File: src/rtl/nrpn_pkg.sv
// Shared types, register indexes and reset values for the resize/pad/normalize block.
package nrpn_pkg;

  // Default frame store geometry
  localparam int DEF_MAX_SRC_WIDTH  = 1024;
  localparam int DEF_MAX_SRC_HEIGHT = 1024;

  // Depth of the queue between the front and back parts
  localparam int QUEUE_DEPTH = 8;

  // Configuration port geometry
  localparam int CFG_INDEX_W = 4;
  localparam int CFG_DATA_W  = 48;

  typedef enum logic [CFG_INDEX_W-1:0] {
    CFG_SOURCE_SIZE  = 4'd0,
    CFG_COL_STEP     = 4'd1,
    CFG_ROW_STEP     = 4'd2,
    CFG_SHIFT_X      = 4'd3,
    CFG_SHIFT_Y      = 4'd4,
    CFG_GAIN_TABLE   = 4'd5,
    CFG_OFFSET_TABLE = 4'd6,
    CFG_PAD_AND_SWAP = 4'd7
  } cfg_reg_t;

  // Register reset values
  localparam logic [21:0] SOURCE_SIZE_RST = 22'd2098176;   // 1024 x 1024
  localparam logic [23:0] INV_SCALE_RST   = 24'h01_0000;   // 1.0 in Q8.16
  localparam logic [47:0] GAIN_TABLE_RST  = 48'h4000_4000_4000; // 1.0 in Q2.14

  typedef enum logic {
    OP_WRITE   = 1'b0,
    OP_COMPUTE = 1'b1
  } opcode_t;

  // Result pad classification codes
  localparam logic [1:0] PAD_NONE = 2'd0;
  localparam logic [1:0] PAD_COL  = 2'd1;
  localparam logic [1:0] PAD_ROW  = 2'd2;

  // Work classified by the front part
  typedef enum logic [1:0] {
    JOB_WRITE   = 2'd0,
    JOB_SOURCE  = 2'd1,
    JOB_COL_PAD = 2'd2,
    JOB_ROW_PAD = 2'd3
  } job_kind_t;

  typedef struct packed {
    opcode_t     opcode;
    logic [9:0]  src_col;
    logic [9:0]  src_row;
    logic [7:0]  byte_first;
    logic [7:0]  byte_second;
    logic [7:0]  byte_third;
    logic [11:0] dst_col;
    logic [11:0] dst_row;
  } in_item_t;

  typedef struct packed {
    logic [11:0]        out_col;
    logic [11:0]        out_row;
    logic signed [23:0] plane_zero;
    logic signed [23:0] plane_one;
    logic signed [23:0] plane_two;
    logic [1:0]         pad_kind;
  } out_item_t;

  typedef struct packed {
    job_kind_t   kind;
    logic [11:0] col;
    logic [11:0] row;
    logic [23:0] pixel;
  } job_t;

  typedef struct packed {
    logic [21:0]        source_size;
    logic [23:0]        col_step;
    logic [23:0]        row_step;
    logic signed [28:0] shift_x;
    logic signed [28:0] shift_y;
    logic [47:0]        gain_table;
    logic [47:0]        offset_table;
    logic [16:0]        pad_and_swap;
  } cfg_t;

endpackage

File: src/rtl/nrpn_front.sv
// Front part: takes items, maps destination coordinates and classifies the work.
module nrpn_front #(
  parameter int MAX_SRC_WIDTH  = nrpn_pkg::DEF_MAX_SRC_WIDTH,
  parameter int MAX_SRC_HEIGHT = nrpn_pkg::DEF_MAX_SRC_HEIGHT,
  parameter int AW             = $clog2(MAX_SRC_WIDTH * MAX_SRC_HEIGHT)
) (
  input  logic              clk,
  input  logic              rst_n,
  input  logic              accept,
  input  nrpn_pkg::in_item_t in_item,
  input  nrpn_pkg::cfg_t    cfg,
  output logic              push,
  output nrpn_pkg::job_t    job,
  output logic [AW-1:0]     addr,
  output logic [1:0]        occupancy
);

  localparam int CW     = $clog2(MAX_SRC_WIDTH);
  localparam int RW     = $clog2(MAX_SRC_HEIGHT);
  localparam int PROD_W = 36;
  localparam int POS_W  = 38;
  localparam int SIZE_W = 13;

  // Stage 1: coordinate times inverse scale
  logic                  s1_valid_r;
  nrpn_pkg::in_item_t    s1_item_r;
  logic [PROD_W-1:0]     s1_prod_x_r;
  logic [PROD_W-1:0]     s1_prod_y_r;

  always_ff @(posedge clk) begin
    if (!rst_n) begin
      s1_valid_r <= 1'b0;
    end else begin
      s1_valid_r <= accept;
    end
    s1_item_r   <= in_item;
    s1_prod_x_r <= PROD_W'(in_item.dst_col) * PROD_W'(cfg.col_step);
    s1_prod_y_r <= PROD_W'(in_item.dst_row) * PROD_W'(cfg.row_step);
  end

  // Stage 2: subtract shift, range check, classify
  logic signed [POS_W-1:0] pos_x;
  logic signed [POS_W-1:0] pos_y;
  logic signed [POS_W-1:0] limit_x;
  logic signed [POS_W-1:0] limit_y;
  logic [SIZE_W-1:0]       w_raw;
  logic [SIZE_W-1:0]       h_raw;
  logic [SIZE_W-1:0]       w_sat;
  logic [SIZE_W-1:0]       h_sat;
  logic                    out_x;
  logic                    out_y;
  logic [SIZE_W-1:0]       wr_col_ext;
  logic [SIZE_W-1:0]       wr_row_ext;
  logic                    wr_ok;
  logic                    s2_keep;
  nrpn_pkg::job_t          s2_job;
  logic [CW-1:0]           s2_idx_x;
  logic [RW-1:0]           s2_idx_y;

  always_comb begin
    pos_x   = $signed({2'b00, s1_prod_x_r}) - POS_W'(cfg.shift_x);
    pos_y   = $signed({2'b00, s1_prod_y_r}) - POS_W'(cfg.shift_y);
    w_raw   = {2'b00, cfg.source_size[10:0]};
    h_raw   = {2'b00, cfg.source_size[21:11]};
    // sizes beyond the store saturate to its limit
    w_sat   = (w_raw > SIZE_W'(MAX_SRC_WIDTH))  ? SIZE_W'(MAX_SRC_WIDTH)  : w_raw;
    h_sat   = (h_raw > SIZE_W'(MAX_SRC_HEIGHT)) ? SIZE_W'(MAX_SRC_HEIGHT) : h_raw;
    limit_x = $signed(POS_W'({w_sat, 16'h0000}));
    limit_y = $signed(POS_W'({h_sat, 16'h0000}));
    out_x   = pos_x[POS_W-1] || (pos_x >= limit_x);
    out_y   = pos_y[POS_W-1] || (pos_y >= limit_y);

    wr_col_ext = {3'b000, s1_item_r.src_col};
    wr_row_ext = {3'b000, s1_item_r.src_row};
    wr_ok = (wr_col_ext < SIZE_W'(MAX_SRC_WIDTH)) && (wr_row_ext < SIZE_W'(MAX_SRC_HEIGHT));

    s2_job.col   = s1_item_r.dst_col;
    s2_job.row   = s1_item_r.dst_row;
    s2_job.pixel = {s1_item_r.byte_third, s1_item_r.byte_second, s1_item_r.byte_first};

    if (s1_item_r.opcode == nrpn_pkg::OP_WRITE) begin
      // writes beyond the store are dropped here
      s2_job.kind = nrpn_pkg::JOB_WRITE;
      s2_keep     = wr_ok;
      s2_idx_x    = wr_col_ext[CW-1:0];
      s2_idx_y    = wr_row_ext[RW-1:0];
    end else begin
      s2_keep  = 1'b1;
      s2_idx_x = pos_x[16 +: CW];
      s2_idx_y = pos_y[16 +: RW];
      if (out_y) begin
        s2_job.kind = nrpn_pkg::JOB_ROW_PAD;
      end else if (out_x) begin
        s2_job.kind = nrpn_pkg::JOB_COL_PAD;
      end else begin
        s2_job.kind = nrpn_pkg::JOB_SOURCE;
      end
    end
  end

  logic           s2_valid_r;
  nrpn_pkg::job_t s2_job_r;
  logic [CW-1:0]  s2_idx_x_r;
  logic [RW-1:0]  s2_idx_y_r;

  always_ff @(posedge clk) begin
    if (!rst_n) begin
      s2_valid_r <= 1'b0;
    end else begin
      s2_valid_r <= s1_valid_r && s2_keep;
    end
    s2_job_r   <= s2_job;
    s2_idx_x_r <= s2_idx_x;
    s2_idx_y_r <= s2_idx_y;
  end

  // Stage 3: linear store address
  logic           s3_valid_r;
  nrpn_pkg::job_t s3_job_r;
  logic [AW-1:0]  s3_addr_r;

  always_ff @(posedge clk) begin
    if (!rst_n) begin
      s3_valid_r <= 1'b0;
    end else begin
      s3_valid_r <= s2_valid_r;
    end
    s3_job_r  <= s2_job_r;
    s3_addr_r <= AW'(s2_idx_y_r) * AW'(MAX_SRC_WIDTH) + AW'(s2_idx_x_r);
  end

  assign push      = s3_valid_r;
  assign job       = s3_job_r;
  assign addr      = s3_addr_r;
  assign occupancy = {1'b0, s1_valid_r} + {1'b0, s2_valid_r} + {1'b0, s3_valid_r};

endmodule

File: config.mk
export PLATFORM = sky130hd
export DESIGN_NAME = nrpn_front
export DESIGN_NICKNAME = d
export VERILOG_FILES = /design/src/rtl/nrpn_pkg.sv /design/src/rtl/nrpn_front.sv
export SDC_FILE = /design/constraint.sdc
export NUM_CORES = 2
export LEC_CHECK = 0
export BUFFER_PORTS_ARGS = -buffer_cell sky130_fd_sc_hd__buf_2
export CAP_MARGIN = 5
export CELL_PAD_IN_SITES_DETAIL_PLACEMENT = 0
export CELL_PAD_IN_SITES_GLOBAL_PLACEMENT = 1
export CORE_MARGIN = 3
export CORE_UTILIZATION = 41
export DETAILED_ROUTE_END_ITERATION = 6
export PLACE_DENSITY_LB_ADDON = 0.08
export SLEW_MARGIN = 10
export SYNTH_ARGS = -nofsm -noshare
export SYNTH_HDL_FRONTEND = slang
export SYNTH_SLANG_ARGS = --single-unit
File: constraint.sdc
create_clock -name clk -period 6.5 [get_ports clk]
set_clock_uncertainty 0.15 [all_clocks]
set_input_delay 1.3 -clock clk [delete_from_list [all_inputs] [get_ports clk]]
set_output_delay 1.3 -clock clk [all_outputs]
set_load 0.01 [all_outputs]
==> out/qor.yml <==
synthesis:
  ys_types: 88
  synth_compound_area_frac: 0.0955
  yosysWarningCount: 0
  synth_top_cell_by_area: "fa_1"
  synth-simple-area-share: 0.148
  avgSynthCellArea_um2: 9.08
  synth_seq_cells: 284
  synth_xor_area_frac: 0.0315
  synth_fa_ha_area_frac: 0.417
  seq_area_frac_synth: 0.199
  synth_flop_cell: "dfxtp_1"
  netlist_top_cells_area: "fa_1 31%, dfxtp_1 20%, ha_1 11%"
  syn_nets: 4144
  synth_area_um2: 28600
  ys_async_sr_fraction: 0
  yosys.area.top_type_share: 0.311
  synth_top_family_by_area: "adder cells"
  synth-edff-count: 0
  syn_inst: 3144
  synthMuxAreaShare: 0.00955
timing:
  relSlewSlack: 0.598
  worst_pin_slew_ns: 0.597
  fmax_mhz: 158
  setup_violations: 0
  rsz0062_at_grt: "no"
  period_needed_ns: 6.32
  slew_viol_final: 0
  finalHoldViolCount: 0
  finalCritPeriodShare: 0.972
finish:
  stdcell_area_um2: 34300
  multi_input_area_um2: 20200
  finish.utilization: 0.499
  fill_cells: 6623
  regArea_um2: 5690
  drive_above_1_share: 0.189
  syn2layout_area_growth_pct: 20.2
  instances_no_fill: 4591
  layout.nets: 4633
grt:
  gr-total-overflow: 0
  grt_max_degree: 23
  antenna_found_initial: 6
  grt_pass1_vias: 24020
  grt_pass1_wl_mm: 125
  grt.total_usage: 0.212
clock_network:
  cts_buffers: 36
  cts_tree: "done"
  clk_latency_ns: 0.58
  htreeDepth: 2
  cts-root-buf: "clkbuf_16"
  clock_path_buffers: 3
  cts_sinks: 284
  clkTransAtPathRegs_ns: 0.06
power_and_ir_drop:
  power.density_nw_per_um2: 569
  vdd_ir_drop_max_uv: 552
  internal-power_mw: 10.8
  p_switching_mw: 8.75
  p_comb_frac: 0.765
  swShare: 0.448
  pwr-share-clk: 0.107
  seqPwrFrac: 0.128
  p_leak_nw: 17.7
setup_path:
  crit_type: "input port to register"
  path_delay_family: "adder cells"
  arrival_ns: 6.66
  crit_path_end_kind: "register"
  crit_path_start_kind: "input port"
  critPathSlowestCell: "fa_1"
  crit_buf_inv: 5
  cp_cell_sequence: "clkbuf_4 -> and2_1 -> fa_1 -> inv_1 -> fa_1 -> inv_1 -> fa_1 -> fa_1 -> inv_1 -> fa_1 -> inv_1 -> ha_1 -> a21o_1 -> a21o_1 -> a221o_1 -> a31oi_2 -> o21ai_2 -> a221oi_2 -> o21ai_1 -> a31oi_2 -> o21bai_1 -> a21oi_1 -> xnor2_1"
  slowest_delay_ns: 0.53
  cpMostUsedCell: "fa_1"
  cp.required_ns: 6.84
  r2r_cells: 22
  cp_max_fo: 15
  cp_num_cells: 23
run_status:
  status: "completed"
placement:
  placed_area_um2: 32900
  hpwl_mm: 64.6
  place.gp.congestion: 0.892
  io_buffers: 272
  numPlacedInstances: 4524
detailed_routing:
  dr.pass1.iters: 5
  routed_wl_mm: 75.5
  vias_per_cell: 4.82
  drtIter0Drc: 1091
  dr_total_vias: 22116
  wire_per_inst_um: 16.5
  ant_nets: 0
  drc_errors: 0
die:
  initial_core_util: 0.415
  die_area_um2: 72900
  num_io_pins: 386
  coreArea_um2: 68800
  die_y_um: 270
  rows: 96
  die_width_um: 270
worst_hold_path:
  min_path_type: "register to register"
  hold_depth: 0
job:
  drv_cap: 0
==> what timing repair did <==
item,in CTS,in global routing
gates resized for setup,0,40
endpoints found under the setup margin,0,19
hold endpoints to repair,0,0
hold buffers,0,0
setup buffers,0,2
==> placed cells by master (no fill, tap or decap), types with 10 or more instances in the layout <==
cell,count
nand3_1,23
a21oi_1,114
dfxtp_1,284
a31oi_1,14
nor3_1,21
mux2_2,18
xnor2_1,67
a211oi_1,18
o21ai_0,65
nor2_1,63
buf_4,288
ha_1,242
xor2_1,33
inv_1,627
o21a_1,25
a21o_1,62
nor2b_1,19
o21bai_1,13
nand2_1,484
nand4_1,18
clkbuf_16,36
o21ai_1,10
buf_2,258
nand2b_1,19
and2_1,184
and3_1,15
fa_1,442
==> final timing paths <==
kind	endpoint	from	slack, ns
setup / recovery	s1_prod_x_r[33]	in_item[20]	0.18
hold / removal	s2_job_r[42]	s1_item_r[18]	0.17
setup reg to reg	s2_job_r[49]	s1_prod_x_r[0]	1.04
hold reg to reg	s2_job_r[42]	s1_item_r[18]	0.17
==> final cells by class <==
| type | instances | share of cell area |
|---|---|---|
| antenna | 3 | 0.000219 |
| clock buffer | 41 | 0.0274 |
| clock inverter | 21 | 0.00886 |
| inverter | 629 | 0.0688 |
| multi-input combinational | 2118 | 0.588 |
| sequential | 284 | 0.166 |
| tap | 931 | 0.0339 |
| timing repair buffer | 564 | 0.107 |
==> synthesized netlist by cell type (3+ instances only) <==
cell / count
o31a_1: 3
nand2_1: 485
nor2b_1: 19
mux2i_1: 7
a21boi_0: 6
nand4_1: 18
a221oi_1: 4
a31oi_1: 18
o31ai_1: 6
a21oi_1: 120
o311ai_1: 3
and2_1: 185
a221o_1: 3
nor2_1: 63
o21bai_1: 13
o211ai_1: 5
nor3_1: 22
nand3_1: 24
o21ai_1: 7
xnor2_1: 68
a21o_1: 62
inv_1: 627
o21ai_0: 69
dfxtp_1: 284
and3_1: 15
o41a_1: 3
nand2b_1: 19
or3_1: 8
nor4_1: 10
mux2_2: 18
xor2_1: 33
nor3b_1: 4
or4_1: 3
a211oi_2: 3
clkbuf_1: 105
o2111ai_1: 4
o21a_1: 25
buf_6: 4
a211oi_1: 20
ha_1: 244
fa_1: 443
==> stage by stage <==
stage / setup slack (ns) / power (mW) / setup TNS [ns] / hold slack (ns)
4_1_cts: 0.0627 / 19.6 / 0 / 0.170
3_3_place_gp: -0.538 / 17.2 / -6.88 / 0.160
6_report: 0.184 / 19.5 / 0 / 0.169
5_1_grt: 0.00106 / 21.7 / 0 / 0.177
2_1_floorplan: -0.00941 / 11.9 / -0.00941 / 0.160
3_5_place_dp: -0.532 / 17.4 / -8.24 / 0.162
==> power groups by stage <==
stage	Combinational [mW]	Clock, mW	Sequential [mW]
2_1_floorplan	9.41	0	2.47
3_3_place_gp	14.7	0	2.55
3_5_place_dp	14.8	0	2.55
4_1_cts	14.9	2.17	2.51
5_1_grt	16.9	2.23	2.54
6_report	14.9	2.09	2.50
==> registers in the layout, indices dropped and copies added, names as in the netlist, 10 cells and up <==
signal       cells
s1_prod_x_r     36
s2_idx_y_r      10
addr            20
s2_idx_x_r      10
s2_job_r        50
s1_item_r       69
job             50
s1_prod_y_r     36
==> cell families after synthesis <==
family	count (synthesis)
AO/OA/AOI/OAI	411
AND/OR/NAND/NOR	893
adder cells (fa/ha/maj)	687
buffers and inverters	742
multiplexers	25
XOR/XNOR	102
flip-flops	284
==> routing by layer <==
layer	wire length [um]	vias to the layer above	track usage
met2	36300	439	0.364
li1	-	10717	-
met4	1770	2	0.0510
met3	3230	103	0.0305
met1	34300	10855	0.284
met5	14	-	0
Note: power is estimated with default switching activity, not from simulation.
