<file path="src/rtl/nrpn_fifo.sv">
// Small register queue between the front and back parts.
module nrpn_fifo #(
  parameter int WIDTH = 8,
  parameter int DEPTH = 8
) (
  input  logic                       clk,
  input  logic                       rst_n,
  input  logic                       push,
  input  logic [WIDTH-1:0]           push_data,
  input  logic                       pop,
  output logic [WIDTH-1:0]           pop_data,
  output logic                       empty,
  output logic [$clog2(DEPTH+1)-1:0] count
);

  localparam int PW    = (DEPTH > 1) ? $clog2(DEPTH) : 1;
  localparam int CNT_W = $clog2(DEPTH+1);

  logic [WIDTH-1:0] entry_r [DEPTH];
  logic [PW-1:0]    wr_ptr_r;
  logic [PW-1:0]    rd_ptr_r;
  logic [CNT_W-1:0] count_r;

  // Pointer and fill tracking
  always_ff @(posedge clk) begin
    if (!rst_n) begin
      wr_ptr_r <= '0;
      rd_ptr_r <= '0;
      count_r  <= '0;
    end else begin
      if (push) begin
        wr_ptr_r <= (wr_ptr_r == PW'(DEPTH-1)) ? '0 : wr_ptr_r + 1'b1;
      end
      if (pop) begin
        rd_ptr_r <= (rd_ptr_r == PW'(DEPTH-1)) ? '0 : rd_ptr_r + 1'b1;
      end
      if (push && !pop) begin
        count_r <= count_r + 1'b1;
      end else if (pop && !push) begin
        count_r <= count_r - 1'b1;
      end
    end
  end

  // Storage, no reset needed
  always_ff @(posedge clk) begin
    if (push) begin
      entry_r[wr_ptr_r] <= push_data;
    end
  end

  assign pop_data = entry_r[rd_ptr_r];
  assign empty    = (count_r == '0);
  assign count    = count_r;

endmodule

</file>
<file path="config.mk">
export PLATFORM = sky130hd
export DESIGN_NAME = nrpn_fifo
export DESIGN_NICKNAME = d
export VERILOG_FILES = /design/src/rtl/nrpn_fifo.sv
export SDC_FILE = /design/constraint.sdc
export NUM_CORES = 1
export LEC_CHECK = 0
export BUFFER_PORTS_ARGS = -buffer_cell sky130_fd_sc_hd__buf_2
export CAP_MARGIN = 10
export CORE_MARGIN = 2
export CORE_UTILIZATION = 25
export CTS_CLUSTER_SIZE = 8
export DETAILED_ROUTE_END_ITERATION = 8
export GPL_TIMING_DRIVEN = 0
export HOLD_SLACK_MARGIN = 0.12
export PLACE_DENSITY = 0.38
export SETUP_SLACK_MARGIN = 0.05
export SYNTH_ARGS = -nofsm -noshare
export SYNTH_HDL_FRONTEND = slang
export SYNTH_SLANG_ARGS = --single-unit
</file>
<file path="constraint.sdc">
create_clock -name clk -period 1.95 [get_ports clk]
set_input_delay 0.195 -clock clk [delete_from_list [all_inputs] [get_ports clk]]
set_output_delay 0.195 -clock clk [all_outputs]
set_load 0.05 [all_outputs]
</file>
==> results of run 1 <==
[per-stage QoR]
| stage | setup WS (ns) | hold slack [ns] | utilization |
|---|---|---|---|
| 5_1_grt | -0.170 | 0.143 | 0.323 |
| 3_5_place_dp | -0.161 | 0.475 | 0.287 |
| 6_report | -0.109 | 0.137 | 0.323 |
| 2_1_floorplan | 0.194 | 0.294 | - |
| 4_1_cts | -0.160 | 0.125 | 0.321 |
| 3_3_place_gp | -0.252 | 0.471 | 0.286 |
[sequential cells by signal, indices dropped and copies added (netlist names), named ones only]
| signal | count |
|---|---|
| wr_ptr_r | 3 |
| rd_ptr_r | 3 |
| entry_r | 64 |
| count | 4 |
[cells in the final DEF, fill, tap and decap left out, drive strengths merged]
| cell | Yosys | routed |
|---|---|---|
| nor2b | 5 | 5 |
| mux4 | 16 | 16 |
| nand2b | 4 | 4 |
| nand3 | 1 | 1 |
| nor4 | 1 | 1 |
| clkinvlp | 0 | 1 |
| inv | 3 | 3 |
| mux2i | 4 | 4 |
| a21oi | 3 | 3 |
| fa | 1 | 1 |
| nand2 | 7 | 7 |
| nor2 | 8 | 8 |
| clkinv | 0 | 2 |
| nor3 | 3 | 3 |
| mux2 | 8 | 8 |
| and2 | 4 | 4 |
| clkbuf | 3 | 12 |
| edfxtp | 64 | 64 |
| a31oi | 1 | 1 |
| ha | 7 | 7 |
| xnor2 | 2 | 2 |
| buf | 4 | 30 |
| o21ai | 2 | 2 |
| a211oi | 1 | 1 |
| o22ai | 1 | 1 |
| bufinv | 0 | 3 |
| dfxtp | 13 | 13 |
[cell usage after synthesis]
| library cell | n | area [um^2] |
|---|---|---|
| dfxtp_1 | 13 | 260 |
| edfxtp_1 | 64 | 1920 |
| fa_1 | 1 | 20.0 |
| buf_2 | 1 | 5.00 |
| mux2i_1 | 4 | 40.0 |
| nand2_1 | 7 | 26.3 |
| xnor2_1 | 2 | 17.5 |
| a211oi_1 | 1 | 7.51 |
| o21ai_0 | 2 | 10.0 |
| buf_6 | 1 | 11.3 |
| nand2b_1 | 4 | 25.0 |
| clkbuf_1 | 3 | 11.3 |
| nor2_1 | 8 | 30.0 |
| o22ai_1 | 1 | 6.26 |
| a31oi_1 | 1 | 6.26 |
| mux4_2 | 1 | 22.5 |
| nor3_1 | 3 | 15.0 |
| mux2_2 | 8 | 90.1 |
| nor2b_1 | 5 | 31.3 |
| nand3_1 | 1 | 5.00 |
| mux4_1 | 15 | 394 |
| buf_1 | 1 | 3.75 |
| nor4_1 | 1 | 6.26 |
| ha_1 | 7 | 87.6 |
| inv_1 | 3 | 11.3 |
| a21oi_1 | 3 | 15.0 |
| buf_12 | 1 | 20.0 |
| and2_1 | 4 | 25.0 |
[critical path, delay by kind of cell, from the launching register on]
| kind | cells | cell delay (ns) |
|---|---|---|
| buffers and inverters | 3 | 0.41 |
| muxes | 2 | 0.79 |
| DFF | 1 | 0.33 |
[metal layers]
| metal | vias to the layer above | GRT usage | share of wire |
|---|---|---|---|
| met4 | 0 | 0.0310 | 0.012 |
| li1 | 718 | - | - |
| met3 | 5 | 0.0392 | 0.041 |
| met2 | 30 | 0.159 | 0.47 |
| met5 | - | 0 | 0 |
| met1 | 776 | 0.137 | 0.47 |
[kinds of logic (layout without fill, tap and decap cells)]
kind of cell | count (synthesis) | after routing
compound gates | 8 | 8
xor+xnor | 2 | 2
fa+ha+maj | 8 | 8
buf+inv | 10 | 51
flops | 77 | 77
mux | 28 | 28
simple gates | 33 | 33
[worst max path at each step]
stage	endpoint	start	slack, ns	cells after the start
floorplan	empty	count[1]	0.19	1
global placement	entry_r[0][2]	wr_ptr_r[0]	-0.25	2
detailed placement	pop_data[1]	flip-flop	-0.16	5
CTS	pop_data[7]	flip-flop	-0.16	5
global route	pop_data[7]	flip-flop	-0.17	5
finish	pop_data[7]	flip-flop	-0.11	5
[power by group through the flow]
stage	sequential, mW	clock [mW]	combinational, mW
after detailed placement	1.91	0	0.491
after global routing	1.89	1.99	0.606
after floorplan	1.96	0	0.311
final	1.88	1.87	0.561
after global placement	1.91	0	0.488
after CTS	1.88	1.93	0.563
[layout make-up]
type / instances / area [um^2] / area share
well taps: 168 / 210 / 0.0538
flip-flops and latches: 77 / 2180 / 0.559
plain buffers: 5 / 50.0 / 0.0128
clock buffers: 10 / 229 / 0.0586
clock inverters: 6 / 111 / 0.0285
inverters: 3 / 11.3 / 0.00288
multi-input cells: 79 / 866 / 0.222
repair buffers: 27 / 246 / 0.0631
[what timing repair did]
item | 4_1_cts | 5_1_grt
setup buffers | 2 | 0
hold endpoints to repair | 0 | 0
setup endpoints to repair | 8 | 10
cloned | 1 | 0
resized for setup | 45 | 7
==> flow_summary_export.csv, run 1 <==
group,metric,value,unit
outcome,status,"finished, violations left",
outcome,violations,"setup timing",
power,leakagePower,1.34,nW
global_routing,overflow,0,
cells_and_area,finalNonFillerCells,375,
timing,setup_viol,8,
timing,tns,-0.746,ns
timing,timing.final.ws_setup,-0.109,ns
power,p_int,3.32,mW
timing,relSlewSlack,0.294,
critical_path,start_kind,"flip-flop",
critical_path,required,1.75,ns
cells_and_area,nNetsFinal,222,
die,io_pins,25,
cells_and_area,fin_area,0.00391,mm^2
global_routing,track_usage,0.103,
route,wire_per_inst,16.6,um
critical_path,cpMaxStageDelayCell,"mux4_2",
die,start_util,0.258,
clocking,cts_tree,"done",
synthesis,synth-simple-area-share,0.0524,
timing,slew_violations,0,
critical_path,rr_endpoint,"entry_r[2][1]",
global_routing,grt_pass1_vias,1611,
synthesis,post_synth_num_cell_types,28,
placed_design,place_area,0.00347,mm^2
timing,period_minus_slack,2.06,ns
cells_and_area,syn_to_final_growth,25.1,%
timing,max_freq,0.486,GHz
synthesis,synth_compound_area_frac,0.0144,
route,vias,1529,
clocking,h-tree-depth,3,
power,power_frac_seq,0.436,
route,vias_per_cell,4.08,
route,ant_nets,0,
die,num_rows,40,
clocking,cts.path.max_buffers,2,
synthesis,post_synth.cell_area_avg,18.8,um^2
power,vdd_drop_max,593,uV
critical_path,rr_startpoint,"wr_ptr_r[0]",
min_path,whs_endpoint,"count[3]",
clocking,clkSinkCount,77,
synthesis,synth_xor_area_frac,0.00560,
cells_and_area,filler_cell_count,1215,
timing,fin_crit_sh,1.06,
critical_path,end_kind,"output pin",
die,core_area,0.0121,mm^2
min_path,hp-start,"rst_n",
critical_path,rr_worst_depth,2,
power,power,4.31,mW
timing,finalClockSkew,0.00522,ns
clocking,cts_made_buffers,9,
critical_path,critPathArrivalTime,1.86,ns
synthesis,synthCells,166,
power,pwr-share-clk,0.434,
route,drt_iter0_markers,117,
cells_and_area,drive_gt1_frac,0.362,
route,wl,6220,um
die,die_h,116,um
route,drc,0,
die,die_area,0.0134,mm^2
global_routing,grt_max_degree,14,
timing,tightest_slew,1.06,ns
cells_and_area,antenna-diode-count,0,
power,netSwitchingFraction,0.229,
critical_path,cp_max_fo,4,
synthesis,syn_area,0.00313,mm^2
flow_run,drv_cap,0,
critical_path,crit_top_cell,"buf_8",
synthesis,ys_seq_elements,77,
critical_path,max_stage_delay,0.49,ns
placed_design,io_buffers,24,
synthesis,syn-num-nets,186,
placed_design,place_inst,358,
timing,hold_viol_final,0,
power,p_sw,990,uW
synthesis,synth_top_family_by_area,"multiplexers",
synthesis,synth_seq_area_share,0.698,
synthesis,muxShareOfSynthArea,0.175,
critical_path,rrSetupSlack,0.17,ns
synthesis,synthAdderAreaFrac,0.0344,
min_path,min_path_cells,3,
clocking,clk_latency,0.32,ns
global_routing,antenna_found_initial,0,
clocking,cts-hold-fix-buffers,0,
placed_design,post-dp-hpwl,3730,um
critical_path,crit_chain,"buf_8 -> buf_8 -> mux4_2 -> mux2_4 -> buf_8",
synthesis,yosysWarnings,0,
critical_path,crit_type,"reg -> out",
min_path,hold_class,"in -> reg",
route,dr.pass1.iters,4,
power,pwr-share-comb,0.130,
global_routing,grt_pass1_wl,9790,um
placed_design,gp_congestion,0.687,
die,die_w,116,um
power,p_per_area,1100,mW/mm^2
clocking,clkTransAtPathRegs,0.06,ns
clocking,clk_root_buffer_cell,"clkbuf_16",
timing,grt_setup_unrepaired,"yes",
(Power assumes the default switching activity.)
==> inputs of run 2 (changes only) <==
--- a/config.mk
+++ b/config.mk
@@ -14,7 +14,6 @@
 export GPL_TIMING_DRIVEN = 0
 export HOLD_SLACK_MARGIN = 0.12
 export PLACE_DENSITY = 0.38
-export SETUP_SLACK_MARGIN = 0.05
 export SYNTH_ARGS = -nofsm -noshare
 export SYNTH_HDL_FRONTEND = slang
 export SYNTH_SLANG_ARGS = --single-unit
==> run 2 against run 1 <==
Net effect: the run still ends with setup timing left; non-clock buffer count is the same; core utilization about the same; sequential cell count did not move; register-to-register slack hardly changed; count of clock-buffer cells in the layout is the same; first-iteration DRC count decreased by 0.85%; clock power hardly changed; setup slack lost 0.00091 ns; critical path type unchanged; largest cell class unchanged; largest power group unchanged.
==> flow_summary_export.csv, run 2 (synthesis results as in run 1) <==
group,metric,value,unit
clocking,clkSinkCount,77,
critical_path,cp_top_family,"multiplexers",
clocking,cts_made_buffers,9,
critical_path,crit_type,"reg -> out",
power,p_int,3.32,mW
critical_path,required,1.75,ns
clocking,clk_root_buffer_cell,"clkbuf_16",
critical_path,crit_top_cell,"buf_8",
cells_and_area,final_cell_mix,"edfxtp_1 (64), mux4_2 (16), buf_2 (16)",
timing,hold_viol_final,0,
outcome,status,"finished, violations left",
die,io_pins,25,
global_routing,antenna_found_initial,0,
route,dr.pass1.iters,4,
timing,setup_viol,8,
placed_design,io_buffers,24,
critical_path,crit_chain,"buf_8 -> buf_8 -> mux4_2 -> mux2_4 -> buf_8",
cells_and_area,syn_to_final_growth,25.0,%
min_path,hp-start,"rst_n",
clocking,cts_tree,"done",
critical_path,start_kind,"flip-flop",
power,p_per_area,1100,mW/mm^2
power,p_sw,990,uW
power,pwr-share-clk,0.434,
clocking,h-tree-depth,3,
global_routing,overflow,0,
route,drc,0,
outcome,violations,"setup timing",
global_routing,grt_pass1_wl,9790,um
clocking,clk_latency,0.33,ns
route,vias,1532,
route,drt_iter0_markers,116,
route,vias_per_cell,4.09,
critical_path,rr_startpoint,"wr_ptr_r[0]",
die,start_util,0.258,
timing,relSlewSlack,0.297,
die,core_area,0.0121,mm^2
route,wl,6220,um
cells_and_area,antenna-diode-count,0,
critical_path,cpMaxStageDelayCell,"mux4_2",
clocking,clkTransAtPathRegs,0.06,ns
critical_path,critPathArrivalTime,1.86,ns
timing,period_minus_slack,2.06,ns
route,ant_nets,0,
critical_path,end_kind,"output pin",
timing,max_freq,0.485,GHz
global_routing,track_usage,0.103,
timing,grt_setup_unrepaired,"yes",
die,num_rows,40,
placed_design,place_area,0.00347,mm^2
timing,finalClockSkew,0.00503,ns
placed_design,gp_congestion,0.687,
die,die_area,0.0134,mm^2
cells_and_area,largest_register_ffs,64,
cells_and_area,fin_area,0.00391,mm^2
cells_and_area,drive_gt1_frac,0.357,
critical_path,max_stage_delay,0.49,ns
cells_and_area,nNetsFinal,222,
power,leakagePower,1.34,nW
cells_and_area,final_common_cell,"edfxtp_1",
power,power_frac_seq,0.436,
placed_design,place_inst,358,
timing,tightest_slew,1.05,ns
global_routing,grt_pass1_vias,1611,
cells_and_area,finalNonFillerCells,375,
power,netSwitchingFraction,0.230,
power,pwr-share-comb,0.130,
power,vdd_drop_max,593,uV
die,die_h,116,um
timing,fin_crit_sh,1.06,
placed_design,post-dp-hpwl,3730,um
timing,slew_violations,0,
global_routing,grt_max_degree,14,
critical_path,cp_max_fo,4,
die,die_w,116,um
flow_run,drv_cap,0,
cells_and_area,regMostFlops,"entry_r",
clocking,cts.path.max_buffers,2,
timing,timing.final.ws_setup,-0.110,ns
route,wire_per_inst,16.6,um
critical_path,cp_num_buf_inv,3,
min_path,hold_class,"in -> reg",
[run 2: changes by cell type in the layout (fill, tap and decap cells not counted)]
cell and change:
nor2_1 +1, nor2_2 -1
[run 2: cell type report]
type                    count  area [um^2]
clock buffers              10          229
repair buffers             27          246
flip-flops and latches     77         2180
well taps                 168          210
multi-input cells          79          863
fillers                  1214         8210
inverters                   3         11.3
clock inverters             6          111
plain buffers               5         50.0
[run 2: power groups by stage]
stage	combinational (mW)	clock (mW)	sequential (mW)
2_1_floorplan	0.311	0	1.96
3_3_place_gp	0.488	0	1.91
3_5_place_dp	0.491	0	1.91
4_1_cts	0.563	1.93	1.88
5_1_grt	0.606	1.99	1.89
6_report	0.560	1.87	1.88
[run 2: final timing paths]
check | endpoint | slack [ns] | cells past startpoint
worst min register to register | count[3] | 0.51 | 2
worst max-delay path | pop_data[7] | -0.11 | 5
worst min-delay path | count[3] | 0.14 | 3
worst max register to register | entry_r[2][1] | 0.18 | 2
[run 2: repair_timing]
item                       in CTS  in global routing
setup endpoints to repair       8                  8
resized for setup              45                  6
cloned                          1                  0
buffers inserted                2                  0
hold buffers                    0                  0
[run 2: routing by layer]
layer,part of all wire,vias to the layer above,global-route usage
met5,0,-,0
met4,0.012,0,0.0310
met3,0.039,5,0.0392
met2,0.47,29,0.159
met1,0.48,779,0.137
li1,-,719,-
[run 2: per-stage QoR]
stage | util | setup TNS [ns] | power (mW) | setup slack, ns | hold slack, ns
2_1_floorplan | - | 0 | 2.27 | 0.194 | 0.294
5_1_grt | 0.323 | -1.22 | 4.48 | -0.170 | 0.143
6_report | 0.323 | -0.752 | 4.31 | -0.110 | 0.136
3_5_place_dp | 0.287 | -1.13 | 2.40 | -0.161 | 0.475
4_1_cts | 0.321 | -1.06 | 4.38 | -0.160 | 0.125
3_3_place_gp | 0.286 | -4.59 | 2.40 | -0.252 | 0.471
[run 2: tightest hold or removal path, delay by kind of cell]
kind                   cells  cell delay [ns]
buffers and inverters      1             0.10
multiplexers               1             0.05
AND/OR/NAND/NOR            1             0.06
